File: config.mk
export PLATFORM = sky130hd
export DESIGN_NAME = encoder_turn_tracker_stall_detect_flat
export DESIGN_NICKNAME = d
export VERILOG_FILES = /design/src/rtl/core/ett_pkg.sv /design/src/rtl/core/ett_in_if.sv /design/src/rtl/core/ett_out_if.sv /design/src/rtl/core/ett_cfg_if.sv /design/src/rtl/core/encoder_turn_tracker_stall_detect.sv /design/src/rtl/core/ett_cfg_regs.sv /design/src/rtl/core/ett_tracker.sv /design/src/flat_wrapper.sv
export SDC_FILE = /design/constraint.sdc
export NUM_CORES = 1
export LEC_CHECK = 0
export ABC_AREA = 1
export ABC_CLOCK_PERIOD_IN_PS = 14000
export BUFFER_PORTS_ARGS = -buffer_cell sky130_fd_sc_hd__buf_2
export CAP_MARGIN = 20
export CORE_ASPECT_RATIO = 0.5
export CORE_MARGIN = 5
export CORE_UTILIZATION = 25
export CTS_BUF_LIST = sky130_fd_sc_hd__clkbuf_8
export CTS_CLUSTER_SIZE = 12
export DETAILED_ROUTE_END_ITERATION = 12
export GPL_ROUTABILITY_DRIVEN = 1
export PLACE_DENSITY_LB_ADDON = 0.12
export SLEW_MARGIN = 20
export SYNTH_ARGS = -nofsm -noshare
export SYNTH_HDL_FRONTEND = slang
export SYNTH_HIERARCHICAL = 1
export SYNTH_SLANG_ARGS = --single-unit
File: constraint.sdc
create_clock -name clk -period 14 [get_ports clk]
set_input_delay 2.1 -clock clk [delete_from_list [all_inputs] [get_ports clk]]
set_output_delay 2.1 -clock clk [all_outputs]
set_load 0.01 [all_outputs]
File: src/rtl/core/ett_pkg.sv
// ----------------------------------------------------------------------------
// ett_pkg: shared types and constants of the encoder turn tracker
// Opcodes, register indexes, reset values and the structs that travel
// between the configuration block, the tracker and the top level.
// ----------------------------------------------------------------------------
package ett_pkg;

  localparam int ANGLE_W    = 13;
  localparam int SPEED_W    = 16;
  localparam int TORQUE_W   = 16;
  localparam int COUNT_W    = 32;
  localparam int STIME_W    = 16;
  localparam int THR_W      = 13;
  localparam int TLIM_W     = 15;
  localparam int TIME_LIM_W = 16;
  localparam int STEP_W     = 8;
  localparam int CFG_IDX_W  = 4;
  localparam int CFG_DATA_W = 16;

  typedef enum logic [1:0] {
    OP_FEEDBACK = 2'd0,
    OP_TICK     = 2'd1,
    OP_LOAD     = 2'd2
  } ett_op_t;

  localparam logic [CFG_IDX_W-1:0] REG_WRAP_THRESHOLD     = 4'd0;
  localparam logic [CFG_IDX_W-1:0] REG_STALL_TORQUE_LIMIT = 4'd1;
  localparam logic [CFG_IDX_W-1:0] REG_STALL_TIME_LIMIT   = 4'd2;
  localparam logic [CFG_IDX_W-1:0] REG_STALL_STEP         = 4'd3;

  localparam logic [THR_W-1:0]      RST_WRAP_THRESHOLD     = 13'd4000;
  localparam logic [TLIM_W-1:0]     RST_STALL_TORQUE_LIMIT = 15'd7000;
  localparam logic [TIME_LIM_W-1:0] RST_STALL_TIME_LIMIT   = 16'd500;
  localparam logic [STEP_W-1:0]     RST_STALL_STEP         = 8'd2;

  typedef struct packed {
    logic [THR_W-1:0]      wrap_threshold;
    logic [TLIM_W-1:0]     stall_torque_limit;
    logic [TIME_LIM_W-1:0] stall_time_limit;
    logic [STEP_W-1:0]     stall_step;
  } ett_cfg_t;

  typedef struct packed {
    logic [1:0]                  opcode;
    logic [ANGLE_W-1:0]          rotor_angle;
    logic signed [SPEED_W-1:0]   rotor_speed;
    logic signed [TORQUE_W-1:0]  rotor_torque;
    logic signed [COUNT_W-1:0]   start_count;
  } ett_item_t;

  typedef struct packed {
    logic signed [COUNT_W-1:0] total_count;
    logic                      stall_event;
    logic [STIME_W-1:0]        stall_time;
  } ett_result_t;

endpackage

File: src/rtl/core/ett_in_if.sv
// ----------------------------------------------------------------------------
// ett_in_if: input item channel
// Valid/ready channel carrying one encoder feedback, tick or load item.
// ----------------------------------------------------------------------------
interface ett_in_if import ett_pkg::*; ();
  logic                       valid;
  logic                       ready;
  logic [1:0]                 opcode;
  logic [ANGLE_W-1:0]         rotor_angle;
  logic signed [SPEED_W-1:0]  rotor_speed;
  logic signed [TORQUE_W-1:0] rotor_torque;
  logic signed [COUNT_W-1:0]  start_count;

  modport source (
    output valid, opcode, rotor_angle, rotor_speed, rotor_torque, start_count,
    input  ready
  );
  modport sink (
    input  valid, opcode, rotor_angle, rotor_speed, rotor_torque, start_count,
    output ready
  );
endinterface

File: src/rtl/core/ett_out_if.sv
// ----------------------------------------------------------------------------
// ett_out_if: result channel
// Valid/ready channel carrying the multi-turn total and the stall status.
// ----------------------------------------------------------------------------
interface ett_out_if import ett_pkg::*; ();
  logic                      valid;
  logic                      ready;
  logic signed [COUNT_W-1:0] total_count;
  logic                      stall_event;
  logic [STIME_W-1:0]        stall_time;

  modport source (
    output valid, total_count, stall_event, stall_time,
    input  ready
  );
  modport sink (
    input  valid, total_count, stall_event, stall_time,
    output ready
  );
endinterface

File: src/rtl/core/ett_cfg_if.sv
// ----------------------------------------------------------------------------
// ett_cfg_if: configuration write channel
// Valid/ready channel carrying a register index and its write data.
// ----------------------------------------------------------------------------
interface ett_cfg_if import ett_pkg::*; ();
  logic                  valid;
  logic                  ready;
  logic [CFG_IDX_W-1:0]  index;
  logic [CFG_DATA_W-1:0] data;

  modport source (output valid, index, data, input ready);
  modport sink (input valid, index, data, output ready);
endinterface

File: src/rtl/core/encoder_turn_tracker_stall_detect.sv
// ----------------------------------------------------------------------------
// encoder_turn_tracker_stall_detect: multi-turn encoder unwrap, stall detect
// A transaction passes through the input register, then through the
// tracker into the output register. One item is taken per cycle while
// the result channel is not stalling the output register.
// Synchronous active-low reset clears the tracker state and the valid flags
// and loads the register defaults; no clearing pass is needed.
// ----------------------------------------------------------------------------
module encoder_turn_tracker_stall_detect import ett_pkg::*; #(
  parameter int ENCODER_SPAN = 8191,
  parameter int TOTAL_WIDTH  = 32
) (
  input  logic        clk,
  input  logic        rst_n,
  ett_in_if.sink      in_ch,
  ett_out_if.source   out_ch,
  ett_cfg_if.sink     cfg_ch
);

  // Configuration writes are always taken; the register file drops writes
  // to indexes it does not know.
  ett_cfg_t cfg;

  assign cfg_ch.ready = 1'b1;

  ett_cfg_regs u_cfg (
    .clk      (clk),
    .rst_n    (rst_n),
    .wr_en    (cfg_ch.valid),
    .wr_index (cfg_ch.index),
    .wr_data  (cfg_ch.data),
    .cfg      (cfg)
  );

  // The pipeline moves whenever the output register is empty or being
  // drained. The input register can therefore take a new transaction while
  // a finished result still sits in the output register, as long as the
  // input stage itself is free or about to move.
  logic        s1_valid_r, s1_valid_nxt;
  ett_item_t   s1_item_r;
  logic        out_valid_r, out_valid_nxt;
  ett_result_t out_data_r;
  ett_result_t result;
  logic        advance;
  logic        fire;
  logic        in_take;

  assign advance     = !out_valid_r || out_ch.ready;
  assign fire        = s1_valid_r && advance;
  assign in_ch.ready = !s1_valid_r || advance;
  assign in_take     = in_ch.valid && in_ch.ready;

  always_comb begin
    s1_valid_nxt = s1_valid_r;
    if (in_take) begin
      s1_valid_nxt = 1'b1;
    end else if (fire) begin
      s1_valid_nxt = 1'b0;
    end

    out_valid_nxt = out_valid_r;
    if (fire) begin
      out_valid_nxt = 1'b1;
    end else if (out_ch.ready) begin
      out_valid_nxt = 1'b0;
    end
  end

  always_ff @(posedge clk) begin
    if (!rst_n) begin
      s1_valid_r  <= 1'b0;
      out_valid_r <= 1'b0;
    end else begin
      s1_valid_r  <= s1_valid_nxt;
      out_valid_r <= out_valid_nxt;
    end
  end

  // Payload registers carry no reset; their valid flags guard them.
  always_ff @(posedge clk) begin
    if (in_take) begin
      s1_item_r.opcode       <= in_ch.opcode;
      s1_item_r.rotor_angle  <= in_ch.rotor_angle;
      s1_item_r.rotor_speed  <= in_ch.rotor_speed;
      s1_item_r.rotor_torque <= in_ch.rotor_torque;
      s1_item_r.start_count  <= in_ch.start_count;
    end
    if (fire) begin
      out_data_r <= result;
    end
  end

  // The tracker reads its state, applies the item held in the input
  // register and commits the new state on the same edge that loads the
  // output register, so the next item sees the updated state.
  ett_tracker #(
    .ENCODER_SPAN (ENCODER_SPAN),
    .TOTAL_WIDTH  (TOTAL_WIDTH)
  ) u_tracker (
    .clk    (clk),
    .rst_n  (rst_n),
    .fire   (fire),
    .item   (s1_item_r),
    .cfg    (cfg),
    .result (result)
  );

  assign out_ch.valid       = out_valid_r;
  assign out_ch.total_count = out_data_r.total_count;
  assign out_ch.stall_event = out_data_r.stall_event;
  assign out_ch.stall_time  = out_data_r.stall_time;

endmodule

File: src/rtl/core/ett_cfg_regs.sv
// ----------------------------------------------------------------------------
// ett_cfg_regs: configuration registers
// Holds the wrap threshold and the stall limits; writes to unknown indexes
// are dropped.
// ----------------------------------------------------------------------------
module ett_cfg_regs import ett_pkg::*; (
  input  logic                  clk,
  input  logic                  rst_n,
  input  logic                  wr_en,
  input  logic [CFG_IDX_W-1:0]  wr_index,
  input  logic [CFG_DATA_W-1:0] wr_data,
  output ett_cfg_t              cfg
);

  ett_cfg_t cfg_r;
  ett_cfg_t cfg_nxt;

  always_comb begin
    cfg_nxt = cfg_r;
    if (wr_en) begin
      case (wr_index)
        REG_WRAP_THRESHOLD:     cfg_nxt.wrap_threshold     = wr_data[THR_W-1:0];
        REG_STALL_TORQUE_LIMIT: cfg_nxt.stall_torque_limit = wr_data[TLIM_W-1:0];
        REG_STALL_TIME_LIMIT:   cfg_nxt.stall_time_limit   = wr_data[TIME_LIM_W-1:0];
        REG_STALL_STEP:         cfg_nxt.stall_step         = wr_data[STEP_W-1:0];
        default:                cfg_nxt = cfg_r;
      endcase
    end
  end

  always_ff @(posedge clk) begin
    if (!rst_n) begin
      cfg_r.wrap_threshold     <= RST_WRAP_THRESHOLD;
      cfg_r.stall_torque_limit <= RST_STALL_TORQUE_LIMIT;
      cfg_r.stall_time_limit   <= RST_STALL_TIME_LIMIT;
      cfg_r.stall_step         <= RST_STALL_STEP;
    end else begin
      cfg_r <= cfg_nxt;
    end
  end

  assign cfg = cfg_r;

endmodule

File: src/rtl/core/ett_tracker.sv
// ----------------------------------------------------------------------------
// ett_tracker: encoder state, wrap correction and stall timer
// Applies one item to the tracker state when fire is high and presents the
// result of that item combinationally.
// ----------------------------------------------------------------------------
module ett_tracker import ett_pkg::*; #(
  parameter int ENCODER_SPAN = 8191,
  parameter int TOTAL_WIDTH  = 32
) (
  input  logic        clk,
  input  logic        rst_n,
  input  logic        fire,
  input  ett_item_t   item,
  input  ett_cfg_t    cfg,
  output ett_result_t result
);

  // The angle delta plus or minus the span must fit, and the raw 13-bit
  // difference needs 15 bits with margin for the threshold negation.
  localparam int SPAN_W = $clog2(ENCODER_SPAN + 1);
  localparam int DW     = (SPAN_W + 2 > 15) ? SPAN_W + 2 : 15;
  localparam int SW     = (TOTAL_WIDTH > DW) ? TOTAL_WIDTH : DW;
  localparam int XW     = (TOTAL_WIDTH > COUNT_W) ? TOTAL_WIDTH : COUNT_W;
  localparam logic signed [DW-1:0] SPAN_S = DW'(ENCODER_SPAN);

  logic [ANGLE_W-1:0]             cur_angle_r, cur_angle_nxt;
  logic signed [SPEED_W-1:0]      cur_speed_r, cur_speed_nxt;
  logic signed [TORQUE_W-1:0]     cur_torque_r, cur_torque_nxt;
  logic [ANGLE_W-1:0]             prev_angle_r, prev_angle_nxt;
  logic signed [TOTAL_WIDTH-1:0]  turn_total_r, turn_total_nxt;
  logic [STIME_W-1:0]             stall_counter_r, stall_counter_nxt;

  logic signed [DW-1:0]       cur_s, prev_s, thr_s, diff, delta;
  logic signed [SW-1:0]       total_sum;
  logic signed [TORQUE_W:0]   torque_x;
  logic [TORQUE_W:0]          torque_abs;
  logic                       stalled;
  logic [STIME_W-1:0]         count_inc;
  logic                       event_flag;
  logic signed [XW-1:0]       total_ext;

  always_comb begin
    cur_s  = DW'($signed({1'b0, cur_angle_r}));
    prev_s = DW'($signed({1'b0, prev_angle_r}));
    thr_s  = DW'($signed({1'b0, cfg.wrap_threshold}));
    diff   = cur_s - prev_s;
    if (diff < -thr_s) begin
      delta = diff + SPAN_S;
    end else if (diff > thr_s) begin
      delta = diff - SPAN_S;
    end else begin
      delta = diff;
    end
    total_sum = SW'(turn_total_r) + SW'(delta);

    torque_x   = (TORQUE_W + 1)'(cur_torque_r);
    torque_abs = torque_x[TORQUE_W] ? unsigned'(-torque_x) : unsigned'(torque_x);
    stalled    = (cur_speed_r == '0) &&
                 (torque_abs > (TORQUE_W + 1)'(cfg.stall_torque_limit));
    count_inc  = stall_counter_r + STIME_W'(cfg.stall_step);
  end

  always_comb begin
    cur_angle_nxt     = cur_angle_r;
    cur_speed_nxt     = cur_speed_r;
    cur_torque_nxt    = cur_torque_r;
    prev_angle_nxt    = prev_angle_r;
    turn_total_nxt    = turn_total_r;
    stall_counter_nxt = stall_counter_r;
    event_flag        = 1'b0;
    case (item.opcode)
      OP_FEEDBACK: begin
        cur_angle_nxt  = item.rotor_angle;
        cur_speed_nxt  = item.rotor_speed;
        cur_torque_nxt = item.rotor_torque;
      end
      OP_TICK: begin
        turn_total_nxt = total_sum[TOTAL_WIDTH-1:0];
        prev_angle_nxt = cur_angle_r;
        if (stalled) begin
          stall_counter_nxt = count_inc;
        end else begin
          stall_counter_nxt = '0;
        end
        if (stall_counter_nxt > cfg.stall_time_limit) begin
          event_flag        = 1'b1;
          stall_counter_nxt = '0;
        end
      end
      OP_LOAD: begin
        turn_total_nxt = TOTAL_WIDTH'(item.start_count);
        prev_angle_nxt = cur_angle_r;
      end
      default: begin
        // The spare opcode leaves the state alone and reports it.
        cur_angle_nxt = cur_angle_r;
      end
    endcase
  end

  always_ff @(posedge clk) begin
    if (!rst_n) begin
      cur_angle_r     <= '0;
      cur_speed_r     <= '0;
      cur_torque_r    <= '0;
      prev_angle_r    <= '0;
      turn_total_r    <= '0;
      stall_counter_r <= '0;
    end else if (fire) begin
      cur_angle_r     <= cur_angle_nxt;
      cur_speed_r     <= cur_speed_nxt;
      cur_torque_r    <= cur_torque_nxt;
      prev_angle_r    <= prev_angle_nxt;
      turn_total_r    <= turn_total_nxt;
      stall_counter_r <= stall_counter_nxt;
    end
  end

  always_comb begin
    total_ext          = XW'(turn_total_nxt);
    result.total_count = total_ext[COUNT_W-1:0];
    result.stall_event = event_flag;
    result.stall_time  = stall_counter_nxt;
  end

endmodule

File: src/flat_wrapper.sv
// flat-port wrapper written by rule: the top's interface ports become plain ports
module encoder_turn_tracker_stall_detect_flat import ett_pkg::*;
#(
  parameter int ENCODER_SPAN = 8191,
  parameter int TOTAL_WIDTH  = 32
)
  (clk, rst_n, in_ch_valid, in_ch_opcode, in_ch_rotor_angle, in_ch_rotor_speed, in_ch_rotor_torque, in_ch_start_count, in_ch_ready, out_ch_valid, out_ch_total_count, out_ch_stall_event, out_ch_stall_time, out_ch_ready, cfg_ch_valid, cfg_ch_index, cfg_ch_data, cfg_ch_ready);
  ett_in_if in_ch_i ();
  ett_out_if out_ch_i ();
  ett_cfg_if cfg_ch_i ();
  input  logic clk;
  input  logic rst_n;
  input wire logic [$bits(in_ch_i.valid)-1:0] in_ch_valid;
  input wire logic [$bits(in_ch_i.opcode)-1:0] in_ch_opcode;
  input wire logic [$bits(in_ch_i.rotor_angle)-1:0] in_ch_rotor_angle;
  input wire logic [$bits(in_ch_i.rotor_speed)-1:0] in_ch_rotor_speed;
  input wire logic [$bits(in_ch_i.rotor_torque)-1:0] in_ch_rotor_torque;
  input wire logic [$bits(in_ch_i.start_count)-1:0] in_ch_start_count;
  output wire logic [$bits(in_ch_i.ready)-1:0] in_ch_ready;
  output wire logic [$bits(out_ch_i.valid)-1:0] out_ch_valid;
  output wire logic [$bits(out_ch_i.total_count)-1:0] out_ch_total_count;
  output wire logic [$bits(out_ch_i.stall_event)-1:0] out_ch_stall_event;
  output wire logic [$bits(out_ch_i.stall_time)-1:0] out_ch_stall_time;
  input wire logic [$bits(out_ch_i.ready)-1:0] out_ch_ready;
  input wire logic [$bits(cfg_ch_i.valid)-1:0] cfg_ch_valid;
  input wire logic [$bits(cfg_ch_i.index)-1:0] cfg_ch_index;
  input wire logic [$bits(cfg_ch_i.data)-1:0] cfg_ch_data;
  output wire logic [$bits(cfg_ch_i.ready)-1:0] cfg_ch_ready;
  assign in_ch_i.valid = in_ch_valid;
  assign in_ch_i.opcode = in_ch_opcode;
  assign in_ch_i.rotor_angle = in_ch_rotor_angle;
  assign in_ch_i.rotor_speed = in_ch_rotor_speed;
  assign in_ch_i.rotor_torque = in_ch_rotor_torque;
  assign in_ch_i.start_count = in_ch_start_count;
  assign in_ch_ready = in_ch_i.ready;
  assign out_ch_valid = out_ch_i.valid;
  assign out_ch_total_count = out_ch_i.total_count;
  assign out_ch_stall_event = out_ch_i.stall_event;
  assign out_ch_stall_time = out_ch_i.stall_time;
  assign out_ch_i.ready = out_ch_ready;
  assign cfg_ch_i.valid = cfg_ch_valid;
  assign cfg_ch_i.index = cfg_ch_index;
  assign cfg_ch_i.data = cfg_ch_data;
  assign cfg_ch_ready = cfg_ch_i.ready;
  encoder_turn_tracker_stall_detect #(.ENCODER_SPAN(ENCODER_SPAN), .TOTAL_WIDTH(TOTAL_WIDTH)) u_core (.clk(clk), .rst_n(rst_n), .in_ch(in_ch_i), .out_ch(out_ch_i), .cfg_ch(cfg_ch_i));
endmodule
## Word-level counts from Yosys, hierarchy flattened

Cells that the tools add are included.

| word-level totals | value |
|---|---|
| register bits after elaboration | 288 |
| bits of input ports | 104 |
| output and inout bits | 52 |
| word-level logic and storage cells | 68 |

| operators by class | value |
|---|---|
| add/sub/neg operators | 7 |
| magnitude comparators | 4 |
| equality and inequality tests | 5 |
| multiplexer cells | 13 |
| reduce and logical (&&, ||, !) cells | 19 |

Operator list:

| kind | number |
|---|---|
| 16-bit 2-to-1 mux | 4 |
| 32-bit one-hot mux with 2 select lines | 1 |
| 32-bit by 15-bit adder with 32-bit output | 1 |
| 15-bit 2-to-1 mux | 2 |
| 17-bit by 15-bit > comparator with 1-bit output | 1 |
| 17-bit 2-to-1 mux | 1 |
| 16-bit negator with 17-bit output | 1 |
| 16-bit by 8-bit adder with 16-bit output | 1 |
| 16-bit > comparator | 1 |
| 16-bit zero test | 1 |
| 15-bit by 14-bit adder with 15-bit output, second input constant | 1 |
| 15-bit by 14-bit > comparator with 1-bit output | 1 |
| 15-bit less-than comparator | 1 |
| 13-bit negator with 15-bit output | 1 |
| 15-bit by 14-bit subtractor with 15-bit output, second input constant | 1 |
| 13-bit by 13-bit subtractor with 14-bit output | 1 |
| 2-bit AND reduction | 6 |
| 4-bit by 2-bit equality test with 1-bit output, second input constant | 2 |
| 1-bit 2-to-1 mux | 5 |
| 4-bit by 1-bit equality test with 1-bit output, second input constant | 1 |
| 4-bit zero test | 1 |
| 2-bit nonzero test | 2 |
| 1-bit logical AND | 3 |
| 2-bit by 1-bit equality test with 1-bit output, second input constant | 1 |
| 5 further kinds | 7 |

## Longest topological paths before layout

Gate-level depths: netlist (run 1).

| depth | value |
|---|---|
| depth in word-level cells | 9 |
| gate-level depth with buffers | 42 |
| gate-level depth less buffers | 42 |

## Cells and area by module

Netlist (run 1), hierarchy kept.

By module, submodules not included:

| module | times used | cells each | area an instance (µm²) | sequential area each (µm²) |
|---|---|---|---|---|
| ett_tracker | 1 | 1617 | 10422.5 | 2122.0 |
| encoder_turn_tracker_stall_detect | 1 | 143 | 3950.0 | 3883.7 |
| ett_cfg_regs | 1 | 343 | 2413.6 | 1041.0 |

## Least setup slack after synthesis (run 1)

Ideal clock, no wire load.

| path | value |
|---|---|
| kind | input port to flip-flop |
| start | in out_ch_ready |
| end | reg u_core.u_tracker.turn_total_r[10] |
| library setup time | 117 ps |
| arrival | 6050 ps |
| required time | 13883 ps |
| setup slack | 7833 ps |
| stages on the path | 6 |
| path buffers | 1 |
| cells stage by stage | inv_1 > a21oi_1 > clkinv_1 > clkbuf_1 > o221ai_1 > inv_1 |

| between the ends | value |
|---|---|
| word-level cells in the longest chain between the ends | 2 |

Ends and longest elaborated chain:

| what | line | text |
|---|---|---|
| from (decl) | flat_wrapper.sv:24 | `input wire logic [$bits(out_ch_i.ready)-1:0] out_ch_ready;` |
| 1-bit logical OR | encoder_turn_tracker_stall_detect.sv:48 | `assign advance = !out_valid_r \|\| out_ch.ready;` |
| 1-bit logical AND | encoder_turn_tracker_stall_detect.sv:49 | `assign fire = s1_valid_r && advance;` |
| named net u_core.fire | encoder_turn_tracker_stall_detect.sv:45 | `logic fire;` |
| to (signal assigned) | ett_tracker.sv:114 | `turn_total_r <= turn_total_nxt;` |
| to (decl) | ett_tracker.sv:30 | `logic signed [TOTAL_WIDTH-1:0] turn_total_r, turn_total_nxt;` |

The timed path passes the listed nets, and every way through them passes these cells.
A chain may end at the register's enable or synchronous reset.

==> impl_results.md, run 1 <==
- Die Width: 376 um
- Post-CTS Hold Buffers: 0
- Slew margin rel.: 30.3%
- Core ar.: roughly 67000 um2
- Sequential fraction of the synthesis area: 42.0%
- Port bufs: between 150 and 200
- Later-pin clock latency in the skew report: 640 ps
- Post-CTS setup buffers: 0
- Crit-path slowest cell: a221oi_1
- Post-DP HPWL: 35.8 mm
- RSZ-0062 raised after global routing: no
- CP Class: reg -> reg
- Die Y: 193 um
- DR WL/cell: 15.7 um
- Synth-to-Final Area Change: 15.7%
- Synth Flop Type: dfxtp_1
- Mapped Area: 16800 um2
- Synth cell types: 59
- Maximum VDD drop: 0.0000656 V
- Syn Area/Cell: 7.98 um2
- Worst Path Arrival: around 6600 ps
- Final hold violation count: 0
- DRC violations left: 0
- DRT Pass-1 Iters: 5
- First-pass GRT wire length: 78.5 mm
- Slowest Stage Delay on Critical Path: 480 ps
- Final min period: 6250 ps
- Die ar.: roughly 73000 um2
- Total GRT Usage: 13.5%
- Grt ovf: 0
- Setup_tns: 0 ps
- Post-Synthesis Cells: 2103
- Critical path startpoint category: register
- Root Buffer: clkbuf_8
- HP Class: reg -> reg
- H-tree Lvls: 2
- Drt initial violations: 776
- Worst-margin pin slew: 1040 ps
- Non-Filler Instances: 3186
- Power Density: 131 nW/um2
- Drt total wl: 50.0 mm
- Crit end category: register
- FMAX: 160 MHz
- Via Count: 14000
- Layout fillers: between 7000 and 8000
- Most common cell after layout, fill and taps aside: nand2_1
- Async SR Flop Fraction: 0%
- Critical Path RT: 14350 ps
- Period utilization: between 40 and 50%
- Post-synthesis register bit count: roughly 290
- Largest net degree at the start of global routing: 78
- Cts bufs inserted: 50
- Number of global-route vias before repair: 13700
- Row cnt: 67
- # placed instances: 3090
- Synthesized Nets: 2332
- Final Max Slew Viols: 0
- Static leakage: 0.00897 uW
- I/O pins: roughly 160
- Most frequent cells in the layout: nand2_1 (366), inv_1 (312), nor2_1 (223)
- Clock skew: 31.4 ps
- Yosys Warn Count: 6
- CTS tree: built
- Setup Viol. Count Final: 0
- Critical Path Fanout Max: 13
- Most frequent CP cell: nand2_1
- Initial core utilization: 25.2%
- Layout cells sized above 1: roughly 14%
- # nets final: 2474
- Longest Clk Path Bufs: 3
- CTS resizes: 0
- Routed Antenna Nets: 0
- Vias per cell: 4.40
- Number of max-cap violations: 0
- Clk sinks: 288
- EDFF count, synth: between 100 and 150
- Outcome: complete, no violations
- Initial antenna violation count: 2
- Worst-path clk slew: 60 ps
- GP Congestion: 0.809
[cell usage after synthesis, types with 41 or more instances]
library cell,number,share of area [%]
a21oi_1,162,4.8
clkbuf_1,46,1.0
dfxtp_1,160,19
edfxtp_1,128,23
ha_1,122,9.1
inv_1,297,6.6
nand2_1,367,8.2
nand3_1,83,2.5
nand4_1,77,2.9
nor2_1,223,5.0
o21ai_0,139,4.1
xor2_1,41,2.1
[routing by layer]
metal / vias to the layer above / wire length (um) / global-route usage, % / part of all wire, %
met5: - / 0 / 0 / 0
met1: 6428 / 26000 / 19.7 / 52
met4: 0 / 914 / 3.20 / 1.8
met3: 56 / 1720 / 2.43 / 3.4
met2: 201 / 21400 / 20.5 / 43
li1: 7340 / - / - / -
[where the power goes]
group | total, uW | switching (uW) | internal, uW
registers | 954 | 23.4 | 931
clock network | 796 | 384 | 412
logic | 793 | 541 | 253
[path summary, 6_finish.rpt]
kind / start / to / slack (ps) / cells past startpoint
setup / recovery: u_core/u_tracker/cur_angle_r[0]$_SDFFE_PN0P_ / u_core/out_ch.total_count[30]$_DFFE_PP_ / 7750 / 34
hold / removal: u_core/u_tracker/prev_angle_r[5]$_SDFFE_PN0P_ / u_core/u_tracker/prev_angle_r[5]$_SDFFE_PN0P_ / 460 / 2
hold reg to reg: u_core/u_tracker/prev_angle_r[5]$_SDFFE_PN0P_ / u_core/u_tracker/prev_angle_r[5]$_SDFFE_PN0P_ / 460 / 2
setup reg to reg: u_core/u_tracker/cur_angle_r[0]$_SDFFE_PN0P_ / u_core/out_ch.total_count[30]$_DFFE_PP_ / 7750 / 34
[layout make-up]
class                           instances  area, um2  share of cell area, %
Antenna cell                            2       5.00                 0.0258
Clock buffer                           57        785                   4.04
Clock inverter                         37        223                   1.15
Inverter                              312       1170                   6.04
Multi-Input combinational cell       1424       8190                   42.1
Sequential cell                       288       7050                   36.3
Tap cell                              897       1120                   5.78
Timing Repair Buffer                  169        886                   4.56
[stage by stage]
step / hold WS [ps] / setup WS [ps] / utilization [%] / power (uW) / cell area (um2)
floorplan: 429 / 7830 / - / 1540 / 16800
global placement: 443 / 7760 / 27.6 / 1770 / 18400
detailed placement: 446 / 7790 / 27.6 / 1770 / 18400
CTS: 463 / 7720 / 29.1 / 2590 / 19400
global route: 475 / 6920 / 29.1 / 2750 / 19400
finish: 455 / 7750 / 29.1 / 2540 / 19400
[cell families (layout without fill, tap and decap cells)]
kind of cell,after synthesis,after routing,share of synthesized area (%)
AO/OA/AOI/OAI,409,409,14.0
XOR/XNOR,46,46,2.40
adder cells (fa/ha/maj),125,125,9.45
buffers and inverters,391,575,9.33
flip-flops,288,288,42.0
other,1,3,0.0223
AND/OR/NAND/NOR,843,843,22.9
[flip-flops by register name, indices dropped and copies added (netlist names), 16 cells and up]
name,flops
u_core/s1_item_r,79
u_core/u_cfg/cfg,52
u_core/out_ch.total_count,32
u_core/u_tracker/turn_total_r,32
u_core/out_ch.stall_time,16
u_core/u_tracker/cur_speed_r,16
u_core/u_tracker/cur_torque_r,16
u_core/u_tracker/stall_counter_r,16
[critical path, delay by kind of cell (launching register included)]
kind / cells / cell delay [ps]
buffers and inverters: 4 / 430
DFF: 1 / 310
AOI/OAI and AO/OA: 6 / 1680
and+or+nand+nor: 20 / 2240
adders and majority gates: 4 / 1300
No activity file was read; power rests on OpenSTA's default activity.
==> run 2: changes to the inputs <==
- ABC_CLOCK_PERIOD_IN_PS: 14000 -> 6100
- clock period: 14 -> 6.1 ns (I/O delays scaled with it)
==> impl_results.md, run 2 (same netlist as run 1, synthesis figures left out) <==
- Port bufs: 154 (unchanged)
- Post-DP Area: 18400 um2 (+0.12%)
- Die Width: 376 um (unchanged)
- CTS tree: built
- Power Density: 307 nW/um2 (+130%)
- DR WL/cell: 16.0 um (+2.0%)
- First-pass GRT wire length: 79.5 mm (+1.2%)
- Row cnt: 67 (unchanged)
- Layout cells sized above 1: 15.7% (+1.4 points)
- Most common cell after layout, fill and taps aside: nand2_1
- Vias per cell: 4.46 (+1.2%)
- Grt ovf: 0 (unchanged)
- Worst-margin pin slew: 1010 ps (-34.6 ps)
- Later-pin clock latency in the skew report: 640 ps (about the same)
- Root Buffer: clkbuf_8
- Worst Path Arrival: 6220 ps (-380 ps)
- FMAX: 176 MHz (+10%)
- Met3 usage in global routing: 2.27% (-0.16 points)
- Slowest Stage Delay on Critical Path: 380 ps (-100 ps)
- N_diodes: 0 (-2)
- Design area: 19700 um2 (+1.1%)
- Post-CTS Hold Buffers: 0 (unchanged)
- Initial antenna violation count: 0 (-2)
- Slew margin rel.: 32.6% (+2.3 points)
- Routed Antenna Nets: 0 (unchanged)
- Number of global-route vias before repair: 13700 (+0.073%)
- Die ar.: 72700 um2 (unchanged)
- Final hold violation count: 0 (unchanged)
- Critical path startpoint category: register
- Final min period: 5680 ps (-572 ps)
- Crit end category: register
- Core ar.: 66700 um2 (unchanged)
- Biggest register: u_core/s1_item_r
- # nets final: 2483 (+0.36%)
- Most Crowded Layer GR: met2
- Final Max Slew Viols: 0 (unchanged)
- Clk sinks: 288 (unchanged)
- Drt initial violations: 773 (-0.39%)
- Largest net degree at the start of global routing: 78 (unchanged)
- Static leakage: 0.00903 uW (+0.64%)
- Synth-to-Final Area Change: 17.1%
- RSZ-0062 raised after global routing: yes
- Critical Path Fanout Max: 9 (-4)
- GP Congestion: 0.820 (+1.3%)
- Post-DP HPWL: 36.8 mm (+2.7%)
- Number of max-cap violations: 0 (unchanged)
- Total GRT Usage: 13.7% (+0.21 points)
- Drt total wl: 51.0 mm (+2.1%)
- Worst-path clk slew: 90 ps (+30 ps)
- Critical R2R Launch: u_core/u_tracker/cur_angle_r[0]$_SDFFE_PN0P_
- I/O pins: 156 (unchanged)
- Crit-path slowest cell: fa_1
- HP Class: in -> reg
- Longest Clk Path Bufs: 3 (unchanged)
- Most frequent cells in the layout: nand2_1 (362), inv_1 (304), nor2_1 (223)
- H-tree Lvls: 2 (unchanged)
- Largest register FFs: 79 (unchanged)
- Met2 Use GR: 21.1% (+0.68 points)
- Period utilization: 93.1% (+48 points)
- CP Class: reg -> reg
- Cts bufs inserted: 48 (-4.0%)
- Most frequent CP cell: nand2_1
- Maximum VDD drop: 0.000113 V (+73%)
- DRC violations left: 0 (unchanged)
- Clock skew: 34.2 ps (+2.81 ps)
- Hold Crit Start: in_ch_start_count[28]
- Setup Viol. Count Final: 0 (unchanged)
- Critical Path RT: 6640 ps (-7710 ps)
- Die Y: 193 um (unchanged)
- M1 GR Usage: 19.9% (+0.19 points)
- Setup crit start: u_core/u_tracker/cur_angle_r[0]$_SDFFE_PN0P_
- DRT Pass-1 Iters: 5 (unchanged)
- Outcome: complete, no violations
- Via Count: 14200 (+1.4%)
- WHS: 448 ps (-6.95 ps)
- Initial core utilization: 25.2% (unchanged)
## run 2: layer usage
metal | vias to the layer above | part of all wire (%)
met5 | - | 0
met4 | 0 | 1.7
met3 | 64 | 4.1
met2 | 224 | 43
met1 | 6574 | 51
li1 | 7354 | -
## run 2: what timing repair did
action                                  CTS  global route
endpoints found under the hold margin     0             0
gates resized for setup                   0            25
endpoints found under the setup margin    0            57
setup buffers                             0             8
## run 2: cell type report
type,count,area [um2]
flip-flops and latches,288,7050
multi-input cells,1424,8300
well taps,897,1120
clock inverters,36,307
inverters,312,1170
fillers,7375,47100
repair buffers,180,968
clock buffers,53,729
## run 2: path summary, 6_finish.rpt
check                                              endpoint  cells past startpoint  slack [ps]
max          u_core/u_tracker/turn_total_r[26]$_SDFFE_PN0P_                     41         420
min                          u_core/s1_item_r[28]$_DFFE_PP_                      1         450
max reg2reg  u_core/u_tracker/turn_total_r[26]$_SDFFE_PN0P_                     41         420
min reg2reg   u_core/u_tracker/prev_angle_r[5]$_SDFFE_PN0P_                      2         450
## run 2: critical path, delay by kind of cell, from the launching register on
family / cells / cell delay, ps
flip-flops: 1 / 320
buffers and inverters: 6 / 600
AO/OA/AOI/OAI: 7 / 830
AND/OR/NAND/NOR: 23 / 2280
XOR/XNOR: 1 / 350
adder cells (fa/ha/maj): 4 / 1200
## run 2: per-stage QoR
step / worst slack, ps / util [%] / instances / power [uW] / setup TNS (ps)
after floorplan: 1120 / - / 2103 / 3540 / 0
after global placement: 301 / 27.6 / 3093 / 4080 / 0
after detailed placement: 127 / 27.6 / 3093 / 4070 / 0
after CTS: 86.8 / 29.2 / 3182 / 6060 / 0
after global routing: -10.0 / 29.4 / 3190 / 6490 / -26.6
final: 423 / 29.4 / 3190 / 6040 / 0
## run 2: where the power goes
group | internal [uW] | switching [uW] | total, uW
combinational | 636 | 1300 | 1930
sequential | 2140 | 55.3 | 2190
clock | 1020 | 889 | 1910
==> run 3: changes to the inputs <==
- ABC_CLOCK_PERIOD_IN_PS: 6100 -> 4700
- clock period: 6.1 -> 4.7 ns (I/O delays scaled with it)
==> impl_results.md, run 3 (same netlist as run 1, synthesis figures left out) <==
- Outcome: finished, violations left
- Failing checks: negative setup slack
- Layout cells sized above 1: 33.5% (+18 points)
- Delay-heaviest family, CP: simple AND/OR/NAND/NOR gates
- Static leakage: 0.0106 uW (+18%)
- # nets final: 2752 (+11%)
- Grt ovf: 0 (unchanged)
- Critical Path RT: 5070 ps (-1570 ps)
- GP Congestion: 0.846 (+3.2%)
- Period utilization: 108% (+15 points)
- Total GRT Usage: 14.2% (+0.50 points)
- I/O pins: 156 (unchanged)
- Initial antenna violation count: 0 (unchanged)
- Root Buffer: clkbuf_8
- First-pass GRT wire length: 82.8 mm (+4.2%)
- DRT Pass-1 Iters: 7 (+2)
- Initial core utilization: 25.2% (unchanged)
- Slew margin rel.: 31.5% (-1.1 points)
- R2R depth: 37 (-9.8%)
- Most common cell after layout, fill and taps aside: nand2_1
- Clock skew: 40.0 ps (+5.88 ps)
- WHS: 236 ps (-212 ps)
- DRC violations left: 0 (unchanged)
- Reg-to-reg setup timing slack: -370 ps (-790 ps)
- Crit-path slowest cell: fa_2
- Maximum VDD drop: 0.000181 V (+60%)
- N_diodes: 0 (unchanged)
- CTS tree: built
- Later-pin clock latency in the skew report: 650 ps (about the same)
- Worst Path Arrival: 5440 ps (-780 ps)
- Setup_tns: -11410 ps (-11410 ps)
- Most frequent CP cell: nand2_2
- Post-DP HPWL: 38.4 mm (+4.4%)
- Via Count: 15100 (+6.3%)
- Largest net degree at the start of global routing: 120 (+54%)
- Drt initial violations: 703 (-9.1%)
- Power Density: 392 nW/um2 (+28%)
- Core ar.: 66700 um2 (unchanged)
- Drt total wl: 52.9 mm (+3.6%)
- Clk sinks: 288 (unchanged)
- Slowest Stage Delay on Critical Path: 360 ps (-20 ps)
- Critical path startpoint category: register
- Die Width: 376 um (unchanged)
- Worst Hold Depth: 1 (unchanged)
- Most frequent cells in the layout: nand2_1 (302), inv_1 (285), buf_4 (268)
- Non-Filler Instances: 3459 (+8.4%)
- Row cnt: 67 (unchanged)
- DR WL/cell: 15.3 um (-4.4%)
- Die Y: 193 um (unchanged)
- Total power: 8980 uW (+49%)
- Critical path buffer and inverter count: 7 (+1)
- RSZ-0062 raised after global routing: yes
- Worst-margin pin slew: 1020 ps (+14.7 ps)
- Longest Clk Path Bufs: 3 (unchanged)
- Final min period: 5070 ps (-609 ps)
- # placed instances: 3331 (+7.7%)
- Final hold violation count: 0 (unchanged)
- Number of max-cap violations: 0 (unchanged)
- Biggest register: u_core/s1_item_r
- FMAX: 197 MHz (+12%)
- Critical Path Fanout Max: 4 (-5)
- Routed Antenna Nets: 0 (unchanged)
- Vias per cell: 4.37 (-1.9%)
- Synth-to-Final Area Change: 36.5%
- Setup Viol. Count Final: 52 (+52)
- CP Class: reg -> reg
- Crit end category: register
- Largest register FFs: 79 (unchanged)
- Fin worst setup slack: -369 ps (-791 ps)
- Die ar.: 72700 um2 (unchanged)
- HP Class: in -> reg
- Final Max Slew Viols: 0 (unchanged)
- Port bufs: 154 (unchanged)
- Layout fillers: 7199 (-2.4%)
- Cts bufs inserted: 48 (unchanged)
- Worst-path clk slew: 60 ps (-30 ps)
- H-tree Lvls: 2 (unchanged)
- Number of global-route vias before repair: 15000 (+9.5%)
- WP depth: 37 (-9.8%)
-- run 3: changes by cell type in the layout (fill, tap and decap cells not counted), moves of 21 or more --
cell | previous run | this run
buf_6 | 0 | 21
a21oi_1 | 159 | 136
nand3_1 | 83 | 59
nand2_2 | 21 | 64
nand3_2 | 10 | 33
o21ai_0 | 136 | 91
ha_1 | 120 | 96
buf_4 | 27 | 268
nand2_1 | 362 | 302
o21ai_2 | 3 | 29
-- run 3: layout make-up --
class / instances / area (um2) / area share [%]
timing repair buffer: 449 / 3150 / 13.7
clock inverter: 35 / 226 / 0.988
inverter: 312 / 1190 / 5.21
clock buffer: 54 / 743 / 3.24
tap: 897 / 1120 / 4.90
multi-input combinational: 1424 / 9420 / 41.1
sequential: 288 / 7060 / 30.8
-- run 3: per-stage QoR --
step	setup slack [ps]	util [%]	cell area, um2
5_1_grt	-785	34.3	22900
6_report	-369	34.3	22900
3_3_place_gp	-664	30.5	20300
3_5_place_dp	-738	30.5	20300
4_1_cts	-477	33.1	22100
2_1_floorplan	-54.6	-	16900
-- run 3: routing by layer --
layer / up-vias / global-route usage [%] / routed length, um
met2: 191 / 22.6 / 23700
met3: 55 / 2.43 / 1690
met1: 6973 / 20.0 / 26600
met5: - / 0 / 0
met4: 0 / 3.22 / 874
li1: 7896 / - / -
-- run 3: worst register-to-register path, delay by kind of cell, from the launching register on --
family	cells	cell delay, ps
adders and majority gates	4	1140
buffers and inverters	7	610
DFF	1	320
AOI/OAI and AO/OA	8	970
xor gates and xnor gates	1	150
and+or+nand+nor	17	1650
-- run 3: final timing paths --
check                                       endpoint                                         start
max          u_core/out_ch.total_count[28]$_DFFE_PP_  u_core/u_tracker/cur_angle_r[0]$_SDFFE_PN0P_
min                   u_core/s1_item_r[23]$_DFFE_PP_                         in_ch_start_count[23]
max reg2reg  u_core/out_ch.total_count[28]$_DFFE_PP_  u_core/u_tracker/cur_angle_r[0]$_SDFFE_PN0P_
min reg2reg        u_core/u_cfg/cfg[30]$_SDFFE_PN1P_             u_core/u_cfg/cfg[30]$_SDFFE_PN1P_
-- run 3: where the power goes --
| part | total, uW | leakage (uW) | switching (uW) | internal, uW |
|---|---|---|---|---|
| clock | 2320 | 0.000553 | 1140 | 1180 |
| sequential | 2840 | 0.00255 | 72.9 | 2770 |
| combinational | 3810 | 0.00753 | 2110 | 1700 |
| total | 8980 | 0.0106 | 3320 | 5660 |
-- run 3: repair_timing --
action | in CTS | in global routing
hold buffers | 0 | 0
endpoints found under the setup margin | 87 | 93
buffers inserted | 21 | 21
gates resized for setup | 184 | 176
pin swaps | 73 | 88
